==> src/hdl/dmac_pkg.sv <==
package dmac_pkg;

    // input word: one item of a write-register command
    typedef struct packed {
        logic [2:0]  func;
        logic [15:0] value;
        logic        is_first;
        logic        is_last;
    } t_dmac_in;

    // output word: one emitted result
    typedef struct packed {
        logic [7:0] byte_out;
        logic       has_byte;
        logic [3:0] status;
        logic [1:0] warning;
        logic       last_of_run;
    } t_dmac_out;

    // queue entry: all results of one item, one or two words
    typedef struct packed {
        logic       two;
        logic       has_byte;
        logic [7:0] lo;
        logic [7:0] hi;
        logic [3:0] status;
        logic [1:0] warning;
    } t_dmac_entry;

    localparam int DMAC_QUEUE_DEPTH = 2;

    // status codes
    localparam logic [3:0] STATUS_OK      = 4'd0;
    localparam logic [3:0] STATUS_RANGE   = 4'd1;
    localparam logic [3:0] STATUS_BASE    = 4'd2;
    localparam logic [3:0] STATUS_MISSING = 4'd3;
    localparam logic [3:0] STATUS_EXTRA   = 4'd4;
    localparam logic [3:0] STATUS_PORT_A  = 4'd5;
    localparam logic [3:0] STATUS_PORT_B  = 4'd6;
    localparam logic [3:0] STATUS_INTR    = 4'd7;
    localparam logic [3:0] STATUS_MODE    = 4'd8;

    // warning codes
    localparam logic [1:0] WARN_NONE   = 2'd0;
    localparam logic [1:0] WARN_HALF   = 2'd1;
    localparam logic [1:0] WARN_UNSUPP = 2'd2;

    // write register numbers
    localparam logic [2:0] FUNC_WR0 = 3'd0;
    localparam logic [2:0] FUNC_WR1 = 3'd1;
    localparam logic [2:0] FUNC_WR2 = 3'd2;
    localparam logic [2:0] FUNC_WR3 = 3'd3;
    localparam logic [2:0] FUNC_WR4 = 3'd4;

    // argument stage codes; 2..5 name the next expected argument
    localparam logic [2:0] STAGE_IDLE  = 3'd0;
    localparam logic [2:0] STAGE_DONE  = 3'd1;
    localparam logic [2:0] STAGE_ARG_A = 3'd2;
    localparam logic [2:0] STAGE_ARG_B = 3'd3;
    localparam logic [2:0] STAGE_ARG_C = 3'd4;
    localparam logic [2:0] STAGE_ARG_D = 3'd5;

    // bit masks of the base and timing bytes
    localparam logic [7:0] MASK_83 = 8'h83;
    localparam logic [7:0] MASK_87 = 8'h87;
    localparam logic [7:0] MASK_18 = 8'h18;
    localparam logic [7:0] MASK_60 = 8'h60;
    localparam logic [7:0] MASK_CC = 8'hCC;
    localparam logic [7:0] MASK_64 = 8'h64;
    localparam logic [7:0] MASK_0C = 8'h0C;
    localparam logic [7:0] MASK_81 = 8'h81;
    localparam logic [7:0] MASK_30 = 8'h30;
    localparam logic [7:0] MASK_03 = 8'h03;
    localparam logic [7:0] MASK_01 = 8'h01;
    localparam logic [7:0] MASK_04 = 8'h04;
    localparam logic [7:0] MASK_08 = 8'h08;
    localparam logic [7:0] MASK_10 = 8'h10;
    localparam logic [7:0] MASK_20 = 8'h20;
    localparam logic [7:0] MASK_40 = 8'h40;
    localparam logic [7:0] MASK_80 = 8'h80;

    function automatic logic stage_needed(input logic [2:0] rnum, input logic [2:0] st,
                                          input logic [7:0] b, input logic [7:0] t);
        logic res;
        res = 1'b0;
        case (rnum)
            FUNC_WR0: res = (st == STAGE_ARG_A && (b & MASK_18) != 8'h00) ||
                            (st == STAGE_ARG_B && (b & MASK_60) != 8'h00);
            FUNC_WR1: res = (st == STAGE_ARG_C && (b & MASK_40) != 8'h00);
            FUNC_WR2: res = (st == STAGE_ARG_C && (b & MASK_40) != 8'h00) ||
                            (st == STAGE_ARG_D && (b & MASK_40) != 8'h00 &&
                             (t & MASK_20) != 8'h00);
            FUNC_WR3: res = (st == STAGE_ARG_A && (b & MASK_08) != 8'h00) ||
                            (st == STAGE_ARG_B && (b & MASK_10) != 8'h00);
            FUNC_WR4: res = (st == STAGE_ARG_A && (b & MASK_04) != 8'h00) ||
                            (st == STAGE_ARG_B && (b & MASK_0C) == MASK_08);
            default:  res = 1'b0;
        endcase
        return res;
    endfunction

    function automatic logic stage_is_word(input logic [2:0] rnum, input logic [2:0] st,
                                           input logic [7:0] b);
        return (rnum == FUNC_WR0 && st == STAGE_ARG_A && (b & MASK_18) == MASK_18) ||
               (rnum == FUNC_WR0 && st == STAGE_ARG_B && (b & MASK_60) == MASK_60) ||
               (rnum == FUNC_WR4 && st == STAGE_ARG_A && (b & MASK_0C) == MASK_0C);
    endfunction

    // lowest argument stage above after that the command still needs
    function automatic logic [2:0] next_stage(input logic [2:0] rnum, input logic [2:0] after,
                                              input logic [7:0] b, input logic [7:0] t);
        logic [2:0] res;
        logic [2:0] k;
        res = STAGE_DONE;
        for (int i = 5; i >= 2; i--) begin
            k = 3'(i);
            if (k > after && stage_needed(rnum, k, b, t)) begin
                res = k;
            end
        end
        return res;
    endfunction

endpackage

==> src/hdl/dmac_front.sv <==
module dmac_front (
    input  logic                 i_clk,
    input  logic                 i_rst_n,
    input  logic                 i_in_valid,
    input  dmac_pkg::t_dmac_in   i_in_word,
    input  logic                 i_full,
    output logic                 o_push,
    output dmac_pkg::t_dmac_entry o_entry
);
    import dmac_pkg::*;

    logic [2:0] r_sel, n_sel;
    logic [2:0] r_stage, n_stage;
    logic [7:0] r_base, n_base;
    logic [7:0] r_timing, n_timing;
    logic       r_aborted, n_aborted;

    logic       accept;
    logic [7:0] v_b;
    logic [7:0] v_lo;
    logic [3:0] v_err;
    logic [1:0] v_warn;
    logic [2:0] v_stage;

    assign accept = i_in_valid && !i_full;
    assign v_lo   = i_in_word.value[7:0];

    always_comb begin
        n_sel     = r_sel;
        n_stage   = r_stage;
        n_base    = r_base;
        n_timing  = r_timing;
        n_aborted = r_aborted;
        o_push    = 1'b0;
        o_entry   = '0;
        v_b       = v_lo;
        v_err     = STATUS_OK;
        v_warn    = WARN_NONE;
        v_stage   = r_stage;
        if (accept) begin
            if (i_in_word.is_first) begin
                // base byte: check fixed bits, force the ones that are set
                n_aborted = 1'b0;
                n_sel     = i_in_word.func;
                n_timing  = 8'h00;
                if (i_in_word.value[15:8] != 8'h00) begin
                    v_err = STATUS_RANGE;
                end else begin
                    case (i_in_word.func)
                        FUNC_WR0: begin
                            if ((v_b & MASK_83) != MASK_01) v_err = STATUS_BASE;
                        end
                        FUNC_WR1: begin
                            if (((v_b & MASK_87) | MASK_04) != MASK_04) v_err = STATUS_BASE;
                            v_b = v_b | MASK_04;
                        end
                        FUNC_WR2: begin
                            if ((v_b & MASK_87) != 8'h00) v_err = STATUS_BASE;
                        end
                        FUNC_WR3: begin
                            if (((v_b & MASK_83) | MASK_80) != MASK_80) v_err = STATUS_BASE;
                            v_b = v_b | MASK_80;
                            if ((v_b & MASK_64) != 8'h00) v_warn = WARN_UNSUPP;
                        end
                        FUNC_WR4: begin
                            if (((v_b & MASK_83) | MASK_81) != MASK_81) begin
                                v_err = STATUS_BASE;
                            end else if ((v_b & MASK_10) != 8'h00) begin
                                v_err = STATUS_INTR;
                            end else if ((v_b & MASK_60) == 8'h00 ||
                                         (v_b & MASK_60) == MASK_60) begin
                                v_err = STATUS_MODE;
                            end
                            v_b = v_b | MASK_81;
                        end
                        default: v_err = STATUS_BASE;
                    endcase
                end
                o_push = 1'b1;
                if (v_err != STATUS_OK) begin
                    o_entry.status = v_err;
                    n_stage   = i_in_word.is_last ? STAGE_IDLE : STAGE_DONE;
                    n_aborted = !i_in_word.is_last;
                end else begin
                    n_base  = v_b;
                    v_stage = next_stage(i_in_word.func, STAGE_IDLE, v_b, 8'h00);
                    o_entry.has_byte = 1'b1;
                    o_entry.lo       = v_b;
                    o_entry.warning  = v_warn;
                    o_entry.status   = (i_in_word.is_last && v_stage != STAGE_DONE) ?
                                       STATUS_MISSING : STATUS_OK;
                    n_stage = i_in_word.is_last ? STAGE_IDLE : v_stage;
                end
            end else if (r_stage == STAGE_IDLE || r_aborted) begin
                // no open command, or one already failed
                if (i_in_word.is_last) begin
                    n_stage   = STAGE_IDLE;
                    n_aborted = 1'b0;
                end
            end else if (r_stage == STAGE_DONE) begin
                o_push         = 1'b1;
                o_entry.status = STATUS_EXTRA;
                if (i_in_word.is_last) begin
                    n_stage   = STAGE_IDLE;
                    n_aborted = 1'b0;
                end else begin
                    n_aborted = 1'b1;
                end
            end else if (i_in_word.value[15:8] != 8'h00 &&
                         !stage_is_word(r_sel, r_stage, r_base)) begin
                o_push         = 1'b1;
                o_entry.status = STATUS_RANGE;
                if (i_in_word.is_last) begin
                    n_stage   = STAGE_IDLE;
                    n_aborted = 1'b0;
                end else begin
                    n_aborted = 1'b1;
                end
            end else begin
                o_push           = 1'b1;
                o_entry.has_byte = 1'b1;
                o_entry.lo       = v_lo;
                o_entry.hi       = i_in_word.value[15:8];
                o_entry.two      = stage_is_word(r_sel, r_stage, r_base);
                // timing byte of port a or b
                if (r_stage == STAGE_ARG_C && (r_sel == FUNC_WR1 || r_sel == FUNC_WR2)) begin
                    if (r_sel == FUNC_WR1) begin
                        if ((v_lo & MASK_30) != 8'h00 || (v_lo & MASK_03) == MASK_03)
                            v_err = STATUS_PORT_A;
                    end else begin
                        if ((v_lo & MASK_10) != 8'h00 || (v_lo & MASK_03) == MASK_03)
                            v_err = STATUS_PORT_B;
                    end
                    if (v_err == STATUS_OK && (v_lo & MASK_CC) != 8'h00) v_warn = WARN_HALF;
                end
                o_entry.warning = v_warn;
                if (v_err != STATUS_OK) begin
                    o_entry.status = v_err;
                    if (i_in_word.is_last) begin
                        n_stage   = STAGE_IDLE;
                        n_aborted = 1'b0;
                    end else begin
                        n_aborted = 1'b1;
                    end
                end else begin
                    if (r_stage == STAGE_ARG_C &&
                        (r_sel == FUNC_WR1 || r_sel == FUNC_WR2)) begin
                        n_timing = v_lo;
                        v_stage  = next_stage(r_sel, r_stage, r_base, v_lo);
                    end else begin
                        v_stage  = next_stage(r_sel, r_stage, r_base, r_timing);
                    end
                    o_entry.status = (i_in_word.is_last && v_stage != STAGE_DONE) ?
                                     STATUS_MISSING : STATUS_OK;
                    n_stage = i_in_word.is_last ? STAGE_IDLE : v_stage;
                    if (i_in_word.is_last) n_aborted = 1'b0;
                end
            end
        end
    end

    always_ff @(posedge i_clk) begin
        if (!i_rst_n) begin
            r_sel     <= FUNC_WR0;
            r_stage   <= STAGE_IDLE;
            r_base    <= 8'h00;
            r_timing  <= 8'h00;
            r_aborted <= 1'b0;
        end else begin
            r_sel     <= n_sel;
            r_stage   <= n_stage;
            r_base    <= n_base;
            r_timing  <= n_timing;
            r_aborted <= n_aborted;
        end
    end

endmodule

==> src/hdl/dmac_queue.sv <==
module dmac_queue #(
    parameter int DEPTH = dmac_pkg::DMAC_QUEUE_DEPTH
) (
    input  logic                  i_clk,
    input  logic                  i_rst_n,
    input  logic                  i_push,
    input  dmac_pkg::t_dmac_entry i_entry,
    input  logic                  i_pop,
    output logic                  o_full,
    output logic                  o_empty,
    output dmac_pkg::t_dmac_entry o_head
);
    import dmac_pkg::*;

    localparam int PtrW = (DEPTH > 1) ? $clog2(DEPTH) : 1;
    localparam int CntW = $clog2(DEPTH + 1);
    localparam logic [PtrW-1:0] PtrLast = PtrW'(DEPTH - 1);
    localparam logic [CntW-1:0] CntFull = CntW'(DEPTH);

    t_dmac_entry       r_mem [DEPTH];
    logic [PtrW-1:0]   r_wr, n_wr;
    logic [PtrW-1:0]   r_rd, n_rd;
    logic [CntW-1:0]   r_cnt, n_cnt;
    logic              do_push, do_pop;

    assign o_full  = (r_cnt == CntFull);
    assign o_empty = (r_cnt == '0);
    assign o_head  = r_mem[r_rd];
    assign do_push = i_push && !o_full;
    assign do_pop  = i_pop && !o_empty;

    always_comb begin
        n_wr  = r_wr;
        n_rd  = r_rd;
        n_cnt = r_cnt;
        if (do_push) n_wr = (r_wr == PtrLast) ? '0 : r_wr + 1'b1;
        if (do_pop)  n_rd = (r_rd == PtrLast) ? '0 : r_rd + 1'b1;
        if (do_push && !do_pop) n_cnt = r_cnt + 1'b1;
        if (do_pop && !do_push) n_cnt = r_cnt - 1'b1;
    end

    always_ff @(posedge i_clk) begin
        if (!i_rst_n) begin
            r_wr  <= '0;
            r_rd  <= '0;
            r_cnt <= '0;
        end else begin
            r_wr  <= n_wr;
            r_rd  <= n_rd;
            r_cnt <= n_cnt;
        end
    end

    always_ff @(posedge i_clk) begin
        if (do_push) r_mem[r_wr] <= i_entry;
    end

endmodule

==> src/hdl/dmac_back.sv <==
module dmac_back (
    input  logic                  i_clk,
    input  logic                  i_rst_n,
    input  logic                  i_empty,
    input  dmac_pkg::t_dmac_entry i_head,
    output logic                  o_pop,
    output logic                  o_out_valid,
    input  logic                  i_out_stall,
    output dmac_pkg::t_dmac_out   o_out_word
);
    import dmac_pkg::*;

    logic        r_valid;
    logic        r_phase;
    t_dmac_entry r_entry;
    logic        done;
    logic        load;

    // an entry is finished when its final word leaves
    assign done  = r_valid && !i_out_stall && (!r_entry.two || r_phase);
    assign load  = !r_valid || done;
    assign o_pop = load && !i_empty;

    assign o_out_valid = r_valid;

    always_comb begin
        o_out_word = '0;
        if (r_entry.two && !r_phase) begin
            o_out_word.byte_out    = r_entry.lo;
            o_out_word.has_byte    = 1'b1;
            o_out_word.status      = STATUS_OK;
            o_out_word.warning     = WARN_NONE;
            o_out_word.last_of_run = 1'b0;
        end else begin
            o_out_word.byte_out    = r_entry.two ? r_entry.hi : r_entry.lo;
            o_out_word.has_byte    = r_entry.has_byte;
            o_out_word.status      = r_entry.status;
            o_out_word.warning     = r_entry.warning;
            o_out_word.last_of_run = 1'b1;
        end
    end

    always_ff @(posedge i_clk) begin
        if (!i_rst_n) begin
            r_valid <= 1'b0;
            r_phase <= 1'b0;
        end else if (load) begin
            r_valid <= !i_empty;
            r_phase <= 1'b0;
        end else if (r_valid && !i_out_stall) begin
            r_phase <= 1'b1;
        end
    end

    always_ff @(posedge i_clk) begin
        if (load) r_entry <= i_head;
    end

endmodule

==> src/hdl/dma_register_command_checker_core.sv <==
// path: an accepted item's results are registered in the queue, then loaded into the output register
// throughput: one item per cycle while each item gives a single output word and the output
// is not stalled; a word argument gives two output words, the extra output word reaching the
// input as a stall once the two-entry queue between front and back is full
// input stalls only while the queue is full, never on the output stall directly
// reset: synchronous active-low i_rst_n clears command state, queue and output valid
module dma_register_command_checker_core #(
    parameter int QUEUE_DEPTH = dmac_pkg::DMAC_QUEUE_DEPTH
) (
    input  logic                i_clk,
    input  logic                i_rst_n,
    input  logic                i_in_valid,
    output logic                o_in_stall,
    input  dmac_pkg::t_dmac_in  i_in_word,
    output logic                o_out_valid,
    input  logic                i_out_stall,
    output dmac_pkg::t_dmac_out o_out_word
);
    import dmac_pkg::*;

    // front to queue
    logic        front_push;
    t_dmac_entry front_entry;

    // queue to back
    logic        q_full;
    logic        q_empty;
    logic        q_pop;
    t_dmac_entry q_head;

    // input stalls only on a full queue, never on the output side directly
    assign o_in_stall = q_full;

    // front: holds the open command, checks each word and builds its results
    dmac_front u_front (
        .i_clk      (i_clk),
        .i_rst_n    (i_rst_n),
        .i_in_valid (i_in_valid),
        .i_in_word  (i_in_word),
        .i_full     (q_full),
        .o_push     (front_push),
        .o_entry    (front_entry)
    );

    // short queue decoupling front and back
    dmac_queue #(
        .DEPTH (QUEUE_DEPTH)
    ) u_queue (
        .i_clk   (i_clk),
        .i_rst_n (i_rst_n),
        .i_push  (front_push),
        .i_entry (front_entry),
        .i_pop   (q_pop),
        .o_full  (q_full),
        .o_empty (q_empty),
        .o_head  (q_head)
    );

    // back: output register, splits word arguments into low then high byte
    dmac_back u_back (
        .i_clk       (i_clk),
        .i_rst_n     (i_rst_n),
        .i_empty     (q_empty),
        .i_head      (q_head),
        .o_pop       (q_pop),
        .o_out_valid (o_out_valid),
        .i_out_stall (i_out_stall),
        .o_out_word  (o_out_word)
    );

endmodule

==> config.mk <==
export PLATFORM = sky130hd
export DESIGN_NAME = dma_register_command_checker_core
export DESIGN_NICKNAME = d
export VERILOG_FILES = /design/src/hdl/dmac_pkg.sv /design/src/hdl/dmac_front.sv /design/src/hdl/dmac_queue.sv /design/src/hdl/dmac_back.sv /design/src/hdl/dma_register_command_checker_core.sv
export SDC_FILE = /design/constraint.sdc
export NUM_CORES = 1
export LEC_CHECK = 0
export BUFFER_PORTS_ARGS = -buffer_cell sky130_fd_sc_hd__buf_2
export CAP_MARGIN = 25
export CORE_MARGIN = 2
export CORE_UTILIZATION = 35
export DETAILED_ROUTE_END_ITERATION = 10
export GPL_TIMING_DRIVEN = 0
export PLACE_DENSITY = 0.54
export REMOVE_ABC_BUFFERS = 1
export SYNTH_ARGS = -nofsm -noshare
export SYNTH_HDL_FRONTEND = slang
export SYNTH_SLANG_ARGS = --single-unit
==> constraint.sdc <==
create_clock -name i_clk -period 4.29 [get_ports i_clk]
set_input_delay 1.0725 -clock i_clk [delete_from_list [all_inputs] [get_ports i_clk]]
set_output_delay 1.0725 -clock i_clk [all_outputs]
set_load 0.005 [all_outputs]
Yosys cells after proc, flatten, opt, wreduce, memory -nomap -nowiden --
Memories as Yosys holds them, arrays and structs flattened. A register that Yosys moved wholly into a read port is not among the register bits. Index checks and enable logic that the tools add are counted.
Operators by class: $add $sub $neg 4, magnitude comparators 4, eq/ne operators 27, multiplexer cells 186, bitwise gates (word level) 2, reductions and logical operators 76
Operator list (count):
- $mux 3 | 33
- $mux 4 | 23
- $mux 1 | 90
- $reduce_bool 8->1 | 9
- $mux 24 | 2
- $mux 6 | 7
- $mux 8 | 5
- $mux 18 | 2
- $logic_and 1x1->1 | 30
- $mux 2 | 15
- $pmux 8 s3 | 1
- $pmux 4 s5 | 1
- $eq 3x2->1 const B | 6
- $mux 9 | 2
- $eq 2x2->1 const B | 8
- $mux 16 | 1
- $pmux 1 s3 | 4
- $logic_not 1->1 | 10
- $eq 3x1->1 const B | 3
- $eq 3x3->1 const B | 3
- $logic_not 3->1 | 3
- $logic_or 1x1->1 | 9
- $ne 3x1->1 const B | 3
- $logic_not 8->1 | 1
- 16 further kinds | 28
Storage, ports and cells: register bits 26, RAM bits 48, input port bits 25, output and inout bits 18, word-level logic and storage cells 310, memories 1
Memory list:
- u_queue.r_mem | words 2, width 24, rd ports 1, clocked after memory_dff 1, wr ports 1, RTL line dmac_queue.sv:20 | t_dmac_entry r_mem [DEPTH];

Longest topological paths before layout --
Gate-level depths: netlist of the first run.
depth after elaboration 46, gate-level depth with buffers 9, depth with buffers taken out 8

By module --
From an unflattened synthesis of the first run, not the netlist that was laid out.
Unflattened totals: cell total of the unflattened synthesis 371, area, all modules 4446.8 um2
Modules (own cells, without submodules):
- dmac_queue | instances 1, cells an instance 101, area each 1963.1 um2, seq. area each 1541.5 um2
- dmac_front | instances 1, cells an instance 220, area each 1519.0 um2, seq. area each 260.2 um2
- dmac_back | instances 1, cells an instance 50, area each 964.7 um2, seq. area each 760.7 um2

Worst setup path after synthesis of the first run --
OpenSTA, ideal clock, no wires.
path type in2reg, start input port i_out_stall, end register u_queue.r_cnt[1], setup time 0.071 ns, arrival time 3.977 ns, required time 4.219 ns, setup slack 0.242 ns, stages 5, path buffers 0, cells stage by stage o21ai_0 -> o21a_1 -> ha_1 -> or3_1 -> a21oi_1
Between the ends: longest elaborated chain between the ends 9, elaborated cells on any way between the ends 11, classes of those cells mux (1); reduce/logical (10)
Ends and longest elaborated chain:
- from (decl) | RTL line dma_register_command_checker_core.sv:16 | input logic i_out_stall,
- $logic_not 1->1 * | RTL line dmac_back.sv:20 | assign done = r_valid && !i_out_stall && (!r_entry.two || r_phase);
- $logic_and 1x1->1 * (2 in series) | RTL line dmac_back.sv:20
- $logic_or 1x1->1 * | RTL line dmac_back.sv:21 | assign load = !r_valid || done;
- $logic_and 1x1->1 * | RTL line dmac_back.sv:22 | assign o_pop = load && !i_empty;
- $logic_and 1x1->1 * | RTL line dmac_queue.sv:30 | assign do_pop = i_pop && !o_empty;
- via u_queue.do_pop | RTL line dmac_queue.sv:24 | logic do_push, do_pop;
- $logic_not 1->1 | RTL line dmac_queue.sv:38 | if (do_push && !do_pop) n_cnt = r_cnt + 1'b1;
- $logic_and 1x1->1 | RTL line dmac_queue.sv:38
- $reduce_bool 2->1 (no source line)
- to (signal assigned) | RTL line dmac_queue.sv:50 | r_cnt <= n_cnt;
- to (decl) | RTL line dmac_queue.sv:23 | logic [CntW-1:0] r_cnt, n_cnt;
The timed path passes the listed nets; every way through them passes the cells marked *. A chain may end at the register's enable or synchronous reset.

==> impl_metrics.py, run 1 <==
metrics = {
    "cells_and_area": {
        "syn_to_final_growth_pct": 15.1,
        "diodes": 0,
        "finalNonFillerCells": 587,
        "nNetsFinal": 437,
        "fin_util_pct": 41.1,
        "layout-drive-gt1-share_pct": 26.5,
    },
    "min_path": {
        "min_path_type": "reg2reg",
        "hold-path-endpoint": "u_front.r_base[5]",
        "hp-start": "u_front.r_base[5]",
        "min_path_cells": 2,
    },
    "clock_network": {
        "clock-sinks": 91,
        "cts_buffer_depth": 2,
        "clk_latency_ns": 0.34,
        "cts_tree": "built",
        "cts_max_level": 3,
        "cts_root_buf": "clkbuf_16",
        "postCtsSetupBuffers": 0,
        "numCtsBuffers": 9,
        "cts_hold_buf": 0,
        "clk_transition_reported_paths_ns": 0.07,
        "cts-resized-gates": 0,
    },
    "floorplanning": {
        "initial_core_util_pct": 35.7,
        "core_mm2": 0.0125,
        "io_pins": 43,
        "die_h_um": 117,
        "fp.dieW_um": 117,
        "dieArea_mm2": 0.0137,
        "rows": 41,
    },
    "setup_path": {
        "startpoint": "i_in_word[11]",
        "r2r_start": "u_front.r_stage[0]",
        "cp-start-kind": "primary input",
        "cp_max_fo": 9,
        "cp.arrival_ns": 3.27,
        "crit_required_ns": 4.46,
        "rrSetupSlack_ns": 1.55,
        "worstSetupPathType": "in2reg",
        "end_kind": "flop",
        "r2r_end": "u_queue.r_mem[1][21]",
        "ff2ff_path_depth": 6,
    },
    "detailed_routing": {
        "first_iter_violations": 255,
        "finalWirelength_um": 9830,
        "met1_length_um": 4610,
        "first_pass_iters": 5,
        "highest_layer": "met4",
        "via_per_inst": 5.21,
        "route.met3.wl_um": 416,
        "met2_length_um": 4600,
        "drc": 0,
        "wire_per_inst_um": 16.7,
        "ant_nets": 0,
        "vias": 3060,
    },
    "synthesis": {
        "syn-cell-area_mm2": 0.00446,
        "yosysSeqAreaShare_pct": 57.0,
        "yosysMostFrequentCell": "edfxtp_1",
        "synth_commonest_cells": "edfxtp_1, nor2_1, mux2_2",
        "async_reset_ff_share_pct": 0,
        "synth-seq-cells": 91,
        "synth_cell_types": 65,
        "synth_edf_count": 72,
        "yosysWarnings": 0,
        "syn_inst": 371,
        "yosysTopAreaCell": "edfxtp_1",
        "ys_top_cells_by_area": "edfxtp_1, dfxtp_1, mux2_2",
        "syn_area_per_cell_um2": 12.0,
        "synthFlopType": "edfxtp_1",
        "synth_top_area_share_pct": 48.4,
    },
    "power_and_ir_drop": {
        "ir_drop_uv": 180,
        "power.leakage_nw": 1.81,
        "power_mw": 2.54,
        "powerDensity_mw_per_mm2": 495,
    },
    "global_routing": {
        "track_usage_pct": 15.4,
        "grt_overflow": 0,
        "grt_pass1_wl_um": 15600,
        "grt_pass1_vias": 2964,
        "grt_max_degree": 18,
        "antenna_found_initial": 0,
    },
    "timing": {
        "fmax_mhz": 323,
        "worstMarginPinSlew_ns": 0.786,
        "relSlewSlack_pct": 47.3,
        "fin_hold_ws_ns": 0.516,
        "drv_slew": 0,
        "rsz0062_at_grt": "no",
        "fin_worst_skew_ns": 0.00701,
        "hold_viol": 0,
        "finalCriticalPeriod_ns": 3.10,
        "final_min_period_over_clock_period_pct": 72.2,
        "setup_viol": 0,
    },
    "placed_design": {
        "post-place-cells": 571,
        "dp_hpwl_um": 7010,
        "gp_congestion": 0.862,
        "io_buffers": 42,
    },
    "job": {
        "maxCapViolCount": 0,
    },
    "status": {
        "status": "finished, final reports clean",
    },
}
-- registers in the layout (all words and copies together), names as in the netlist, 2 cells and up --
register,count
u_queue.r_mem,48
u_front.r_base,5
u_front.r_sel,3
u_front.r_stage,3
u_back.r_entry,24
u_queue.r_cnt,2
-- power by group --
group | internal [mW] | switching (mW) | total, mW | leakage [nW]
clock network | 0.449 | 0.332 | 0.781 | 0.141
logic | 0.271 | 0.267 | 0.538 | 0.799
registers | 1.15 | 0.0762 | 1.23 | 0.868
total | 1.87 | 0.676 | 2.54 | 1.81
-- layout by cell type (no fill, tap or decap), drive strengths merged, types with 14 or more instances in the layout --
cell / synthesis / final
buf: 4 / 46
o21ai: 18 / 18
nor2: 34 / 34
inv: 13 / 14
dfxtp: 19 / 19
nand3: 18 / 18
mux2: 32 / 32
and2: 17 / 17
a21oi: 17 / 17
nand2: 17 / 17
edfxtp: 72 / 72
-- per-stage QoR --
stage	setup TNS [ns]	cell area (um^2)	worst slack (ns)
global placement	-10.41	4760	-1.05
detailed placement	0	4850	0.739
CTS	0	5140	1.09
floorplan	0	4340	0.242
global route	0	5140	1.03
finish	0	5140	1.19
-- area by class of cell --
type / instances / area (um^2)
fill: 1207 / 7380
clock buffer: 9 / 225
sequential: 91 / 2540
timing repair buffer: 46 / 283
tap: 172 / 215
inverter: 13 / 48.8
multi-input combinational: 249 / 1760
clock inverter: 7 / 67.6
-- critical path: stages --
cell	delay, ns
buf_2	0.10
nor4_1	0.46
and2_2	0.34
a31oi_4	0.08
nor4_4	0.60
a31oi_1	0.30
a21oi_1	0.30
-- routing by layer --
metal / vias to the layer above / global-route usage [%]
met4: 0 / 6.98
met3: 18 / 2.88
met2: 82 / 24.5
li1: 1473 / -
met5: - / 0
met1: 1487 / 20.6
-- worst max-delay path by stage --
stage                                       to  cells past startpoint
after floorplan               u_queue.r_cnt[1]                      5
after CTS                 u_queue.r_mem[1][21]                      7
after global routing      u_queue.r_mem[1][21]                      7
final                     u_queue.r_mem[1][21]                      7
after global placement        u_queue.r_cnt[1]                      6
after detailed placement  u_queue.r_mem[1][21]                      7
-- cells by family after synthesis --
kind of cell | Yosys count | synth area share (%)
mux | 38 | 9.42
compound gates | 70 | 11.6
fa+ha+maj | 3 | 0.785
xor+xnor | 6 | 1.18
buf+inv | 31 | 3.90
simple gates | 132 | 16.2
flops | 91 | 57.0
(Power assumes the default switching activity.)
==> run 2: changes to the inputs <==
--- a/config.mk
+++ b/config.mk
@@ -5,6 +5,7 @@
 export SDC_FILE = /design/constraint.sdc
 export NUM_CORES = 1
 export LEC_CHECK = 0
+export ABC_AREA = 1
 export BUFFER_PORTS_ARGS = -buffer_cell sky130_fd_sc_hd__buf_2
 export CAP_MARGIN = 25
 export CORE_MARGIN = 2
==> constraint.sdc (replaced) <==
create_clock -name i_clk -period 3.1 [get_ports i_clk]
set_input_delay 0.775 -clock i_clk [delete_from_list [all_inputs] [get_ports i_clk]]
set_output_delay 0.775 -clock i_clk [all_outputs]
set_load 0.005 [all_outputs]
==> impl_metrics.py, run 2 <==
metrics = {
    "floorplanning": {
        "die_h_um": 115,
        "dieArea_mm2": 0.0133,
        "initial_core_util_pct": 36.0,
        "rows": 40,
        "core_mm2": 0.0121,
        "io_pins": 43,
        "fp.dieW_um": 115,
    },
    "timing": {
        "fin_tns_setup_ns": 0,
        "hold_viol": 0,
        "fin_worst_skew_ns": 0.00924,
        "fmax_mhz": 413,
        "setup_viol": 0,
        "final.setup.worst_slack_ns": 0.677,
        "relSlewSlack_pct": 38.7,
        "final_min_period_over_clock_period_pct": 78.2,
        "fin_hold_ws_ns": 0.443,
        "finalCriticalPeriod_ns": 2.42,
        "drv_slew": 0,
        "worstMarginPinSlew_ns": 0.913,
        "rsz0062_at_grt": "no",
    },
    "clock_network": {
        "cts-resized-gates": 0,
        "clk_latency_ns": 0.34,
        "cts_hold_buf": 0,
        "cts_max_level": 3,
        "numCtsBuffers": 9,
        "cts_buffer_depth": 2,
        "cts_tree": "built",
        "postCtsSetupBuffers": 0,
        "clock-sinks": 90,
        "cts_root_buf": "clkbuf_16",
        "clk_transition_reported_paths_ns": 0.06,
    },
    "synthesis": {
        "syn_area_per_cell_um2": 8.73,
        "synthFlopType": "edfxtp_1",
        "async_reset_ff_share_pct": 0,
        "syn-cell-area_mm2": 0.00435,
        "synth_edf_count": 72,
        "synth_cell_types": 30,
        "yosysTopAreaCell": "edfxtp_1",
        "ys_top_cells_by_area": "edfxtp_1, nand2_1, dfxtp_1",
        "synth_top_area_share_pct": 49.7,
        "synth-seq-cells": 90,
        "synth_commonest_cells": "nand2_1, edfxtp_1, inv_1",
        "yosysWarnings": 0,
        "yosysSeqAreaShare_pct": 58.0,
        "yosysMostFrequentCell": "nand2_1",
        "syn_inst": 498,
    },
    "setup_path": {
        "slowest_stage": "o21ai_1",
        "r2r_start": "u_queue.r_cnt[1]",
        "worstSetupPathType": "reg2reg",
        "startpoint": "u_queue.r_cnt[1]",
        "crit_chain": "inv_1, o21ai_1, inv_1, o21ai_0, ha_1, inv_1, nand2_1, nor2_1, o21ai_0, a21oi_1",
        "cp.arrival_ns": 2.69,
        "crit_required_ns": 3.37,
        "crit_path_max_incr_delay_ns": 0.72,
        "cp-start-kind": "flop",
        "end_kind": "flop",
        "cp_max_fo": 12,
        "cp_common_cell": "inv_1",
    },
    "global_routing": {
        "grt_overflow": 0,
        "grt_pass1_vias": 3194,
        "antenna_found_initial": 0,
        "grt_max_degree": 28,
        "track_usage_pct": 15.4,
        "grt_pass1_wl_um": 15600,
    },
    "status": {
        "status": "finished, final reports clean",
    },
    "placed_design": {
        "post-place-cells": 703,
        "placed_area_mm2": 0.00479,
        "dp_hpwl_um": 7060,
        "dp_slack_ns": 0.392,
        "io_buffers": 42,
        "gp_congestion": 0.893,
    },
    "cells_and_area": {
        "layout_common_cells": "nand2_1, edfxtp_1, inv_1, nor2_1, buf_2",
        "fillCellCount": 1229,
        "reg_top3": "u_queue.r_mem x48, u_back.r_entry x24, u_front.r_base x5",
        "diodes": 0,
        "syn_to_final_growth_pct": 17.4,
        "largest_reg_flops": 48,
        "nNetsFinal": 574,
        "layout-drive-gt1-share_pct": 15.4,
        "max_flop_register": "u_queue.r_mem",
        "stdcell_area_mm2": 0.00510,
        "final_common_cell": "nand2_1",
        "finalNonFillerCells": 720,
    },
    "job": {
        "maxCapViolCount": 0,
    },
    "power_and_ir_drop": {
        "power.leakage_nw": 2.28,
        "powerDensity_mw_per_mm2": 685,
        "ir_drop_uv": 200,
    },
    "detailed_routing": {
        "first_iter_violations": 157,
        "ant_nets": 0,
        "drc": 0,
        "via_per_inst": 4.67,
        "finalWirelength_um": 9710,
        "first_pass_iters": 4,
        "wire_per_inst_um": 13.5,
        "vias": 3360,
    },
    "min_path": {
        "min_path_type": "reg2reg",
        "hp-start": "u_queue.r_cnt[1]",
    },
}
## run 2: cell count changes in the layout (fill, tap and decap cells not counted), sizes merged, moves of 6 or more
cell,before,now
a21oi,17,27
and2,17,0
inv,14,74
mux2,32,8
mux2i,6,0
nand2,17,148
nand2b,6,0
nand3,18,34
nand4,1,7
nor2,34,63
nor2b,6,0
## run 2: final timing paths
kind	slack (ns)	depth (start not counted)	to
setup / recovery	0.68	10	u_queue.r_cnt[1]
hold reg to reg	0.44	1	u_queue.r_cnt[1]
hold / removal	0.44	1	u_queue.r_cnt[1]
setup reg to reg	0.68	10	u_queue.r_cnt[1]
## run 2: worst max-delay path: cells and delay by family, from the launching register on
| kind | cells | cell delay (ns) |
|---|---|---|
| AOI/OAI and AO/OA | 4 | 1.21 |
| adders and majority gates | 1 | 0.35 |
| buffers and inverters | 3 | 0.31 |
| DFF | 1 | 0.34 |
| and+or+nand+nor | 2 | 0.16 |
## run 2: layout make-up
cell class	instances	area, um^2	area share [%]
Multi-Input combinational cell	326	1520	29.9
Clock inverter	6	57.6	1.13
Inverter	74	278	5.44
Clock buffer	10	229	4.49
Timing Repair Buffer	46	283	5.54
Sequential cell	90	2520	49.4
Tap cell	168	210	4.12
## run 2: cells by family after synthesis
logic type / synth area share [%]
AND/OR/NAND/NOR: 25.8
buffers and inverters: 7.11
flip-flops: 58.0
multiplexers: 2.07
AO/OA/AOI/OAI: 6.39
adder cells (fa/ha/maj): 0.576
## run 2: per-layer routing
metal  vias up  global-route usage (%)  wire, um
met2        64                    25.8      4620
met5         -                       0         0
li1       1732                       -         -
met1      1553                    19.9      4590
met3        11                    3.29       353
met4         0                    4.98       148
## run 2: power breakdown
part / internal (mW) / switching, mW / leakage, nW
Combinational: 0.292 / 0.457 / 1.28
Clock: 0.618 / 0.434 / 0.135
Sequential: 1.61 / 0.0870 / 0.861
## run 2: through the flow
stage | util, % | power [mW]
2_1_floorplan | - | 2.14
3_3_place_gp | 39.3 | 2.42
3_5_place_dp | 39.7 | 2.46
4_1_cts | 42.1 | 3.51
5_1_grt | 42.3 | 3.71
6_report | 42.3 | 3.49
==> run 3: changes to the inputs <==
--- a/config.mk
+++ b/config.mk
@@ -5,14 +5,14 @@
 export SDC_FILE = /design/constraint.sdc
 export NUM_CORES = 1
 export LEC_CHECK = 0
-export ABC_AREA = 1
+export ABC_AREA = 0
 export BUFFER_PORTS_ARGS = -buffer_cell sky130_fd_sc_hd__buf_2
 export CAP_MARGIN = 25
 export CORE_MARGIN = 2
 export CORE_UTILIZATION = 35
 export DETAILED_ROUTE_END_ITERATION = 10
 export GPL_TIMING_DRIVEN = 0
-export PLACE_DENSITY = 0.54
+export PLACE_DENSITY = 0.56
 export REMOVE_ABC_BUFFERS = 1
 export SYNTH_ARGS = -nofsm -noshare
 export SYNTH_HDL_FRONTEND = slang
==> constraint.sdc (replaced) <==
create_clock -name i_clk -period 2.06 [get_ports i_clk]
set_input_delay 0.515 -clock i_clk [delete_from_list [all_inputs] [get_ports i_clk]]
set_output_delay 0.515 -clock i_clk [all_outputs]
set_load 0.005 [all_outputs]
==> impl_metrics.py, run 3 (same netlist as run 1, synthesis figures left out) <==
metrics = {
    "detailed_routing": {
        "wire_per_inst_um": 17.5,
        "vias": 3215,
        "drc": 0,
        "finalWirelength_um": 10700,
        "via_per_inst": 5.26,
        "first_iter_violations": 305,
        "ant_nets": 0,
        "first_pass_iters": 5,
    },
    "setup_path": {
        "cp-start-kind": "flop",
        "ff2ff_path_depth": 8,
        "end_kind": "flop",
        "cp_max_fo": 8,
        "worstSetupPathType": "reg2reg",
        "crit_required_ns": 2.24,
        "cp.arrival_ns": 2.41,
    },
    "floorplanning": {
        "fp.dieW_um": 117,
        "dieArea_mm2": 0.0137,
        "rows": 41,
        "die_h_um": 117,
        "io_pins": 43,
        "core_mm2": 0.0125,
        "initial_core_util_pct": 35.7,
    },
    "cells_and_area": {
        "max_flop_register": "u_queue.r_mem",
        "layout-drive-gt1-share_pct": 41.0,
        "seq_area_mm2": 0.00256,
        "syn_to_final_growth_pct": 25.6,
        "nNetsFinal": 461,
        "largest_reg_flops": 48,
        "fillCellCount": 1192,
        "multi_input_area_mm2": 0.00203,
        "diodes": 0,
        "finalNonFillerCells": 611,
        "stdcell_area_mm2": 0.00561,
        "final_common_cell": "edfxtp_1",
        "reg_top3": "u_queue.r_mem x48, u_back.r_entry x24, u_front.r_base x5",
        "layout_common_cells": "edfxtp_1, buf_2, mux2_2, nor2_1, buf_4",
    },
    "placed_design": {
        "gp_congestion": 0.848,
        "dp_hpwl_um": 6990,
        "placed_area_mm2": 0.00485,
        "post-place-cells": 571,
        "io_buffers": 42,
    },
    "global_routing": {
        "grt_max_degree": 18,
        "track_usage_pct": 16.1,
        "grt_pass1_vias": 3126,
        "grt_pass1_wl_um": 16300,
        "grt_overflow": 0,
        "antenna_found_initial": 0,
    },
    "power_and_ir_drop": {
        "power_mw": 5.26,
        "ir_drop_uv": 362,
        "power.leakage_nw": 1.99,
        "powerDensity_mw_per_mm2": 939,
    },
    "timing": {
        "worstMarginPinSlew_ns": 0.664,
        "rsz0062_at_grt": "yes",
        "relSlewSlack_pct": 55.7,
        "final_min_period_over_clock_period_pct": 108,
        "final.setup.worst_slack_ns": -0.172,
        "fin_tns_setup_ns": -4.08,
        "finalCriticalPeriod_ns": 2.23,
        "fin_worst_skew_ns": 0.00775,
        "fmax_mhz": 448,
        "setup_viol": 44,
        "drv_slew": 0,
        "hold_viol": 0,
    },
    "job": {
        "maxCapViolCount": 0,
    },
    "clock_network": {
        "numCtsBuffers": 9,
        "cts_root_buf": "clkbuf_16",
        "cts_max_level": 3,
        "clk_latency_ns": 0.34,
        "clk_transition_reported_paths_ns": 0.07,
        "cts_hold_buf": 0,
        "clock-sinks": 91,
        "cts_buffer_depth": 2,
        "cts_tree": "built",
    },
    "min_path": {
        "min_path_cells": 2,
        "min_path_type": "reg2reg",
    },
    "status": {
        "status": "finished, violations left",
        "violations": "negative setup slack",
    },
}
-- run 3: changes by cell type in the layout (fill, tap and decap cells not counted), sizes merged, moves of 10 or more --
cell / delta
a21oi: -10
and2: +17
buf: +24
inv: -60
mux2: +24
nand2: -131
nand3: -16
nor2: -29
-- run 3: metrics by stage --
step,utilization (%),hold slack [ns],setup WS (ns)
global placement,38.1,0.475,-2.78
global route,44.8,0.519,-0.233
floorplan,-,0.459,-1.53
detailed placement,38.7,0.480,-0.954
CTS,43.0,0.489,-0.147
finish,44.8,0.489,-0.172
-- run 3: power by group --
part	switching (mW)	internal (mW)	total, mW
combinational	0.604	0.623	1.23
clock	0.659	0.812	1.47
sequential	0.172	2.39	2.57
-- run 3: final cells by class --
type | count | area share (%)
Inverter | 13 | 0.915
Multi-Input combinational cell | 249 | 36.2
Tap cell | 172 | 3.84
Timing Repair Buffer | 70 | 8.68
Clock buffer | 11 | 4.15
Clock inverter | 5 | 0.513
Sequential cell | 91 | 45.7
-- run 3: repair_timing --
action | 4_1_cts | 5_1_grt
pin swaps | 12 | 6
setup buffers | 14 | 11
gates resized for setup | 47 | 35
setup endpoints to repair | 111 | 58
-- run 3: path summary, 6_finish.rpt --
path         slack (ns)              endpoint         startpoint
max reg2reg       -0.17  u_queue.r_mem[0][21]   u_front.r_sel[1]
min                0.49     u_front.r_base[6]  u_front.r_base[6]
max               -0.17  u_queue.r_mem[0][21]   u_front.r_sel[1]
min reg2reg        0.49     u_front.r_base[6]  u_front.r_base[6]
-- run 3: worst max-delay path, stage by stage (launching register included) --
cell and delay, ns:
dfxtp_4 0.35, or4b_4 0.57, o2bb2ai_4 0.18, a31oi_4 0.14, buf_12 0.16, nor4_4 0.21, buf_4 0.19, a31oi_4 0.07
a21oi_2 0.19
-- run 3: per-layer routing --
layer | routed length, um | track usage (%)
met2 | 5370 | 26.8
met4 | 120 | 5.25
met1 | 4620 | 20.4
met3 | 556 | 4.53
met5 | 0 | 0
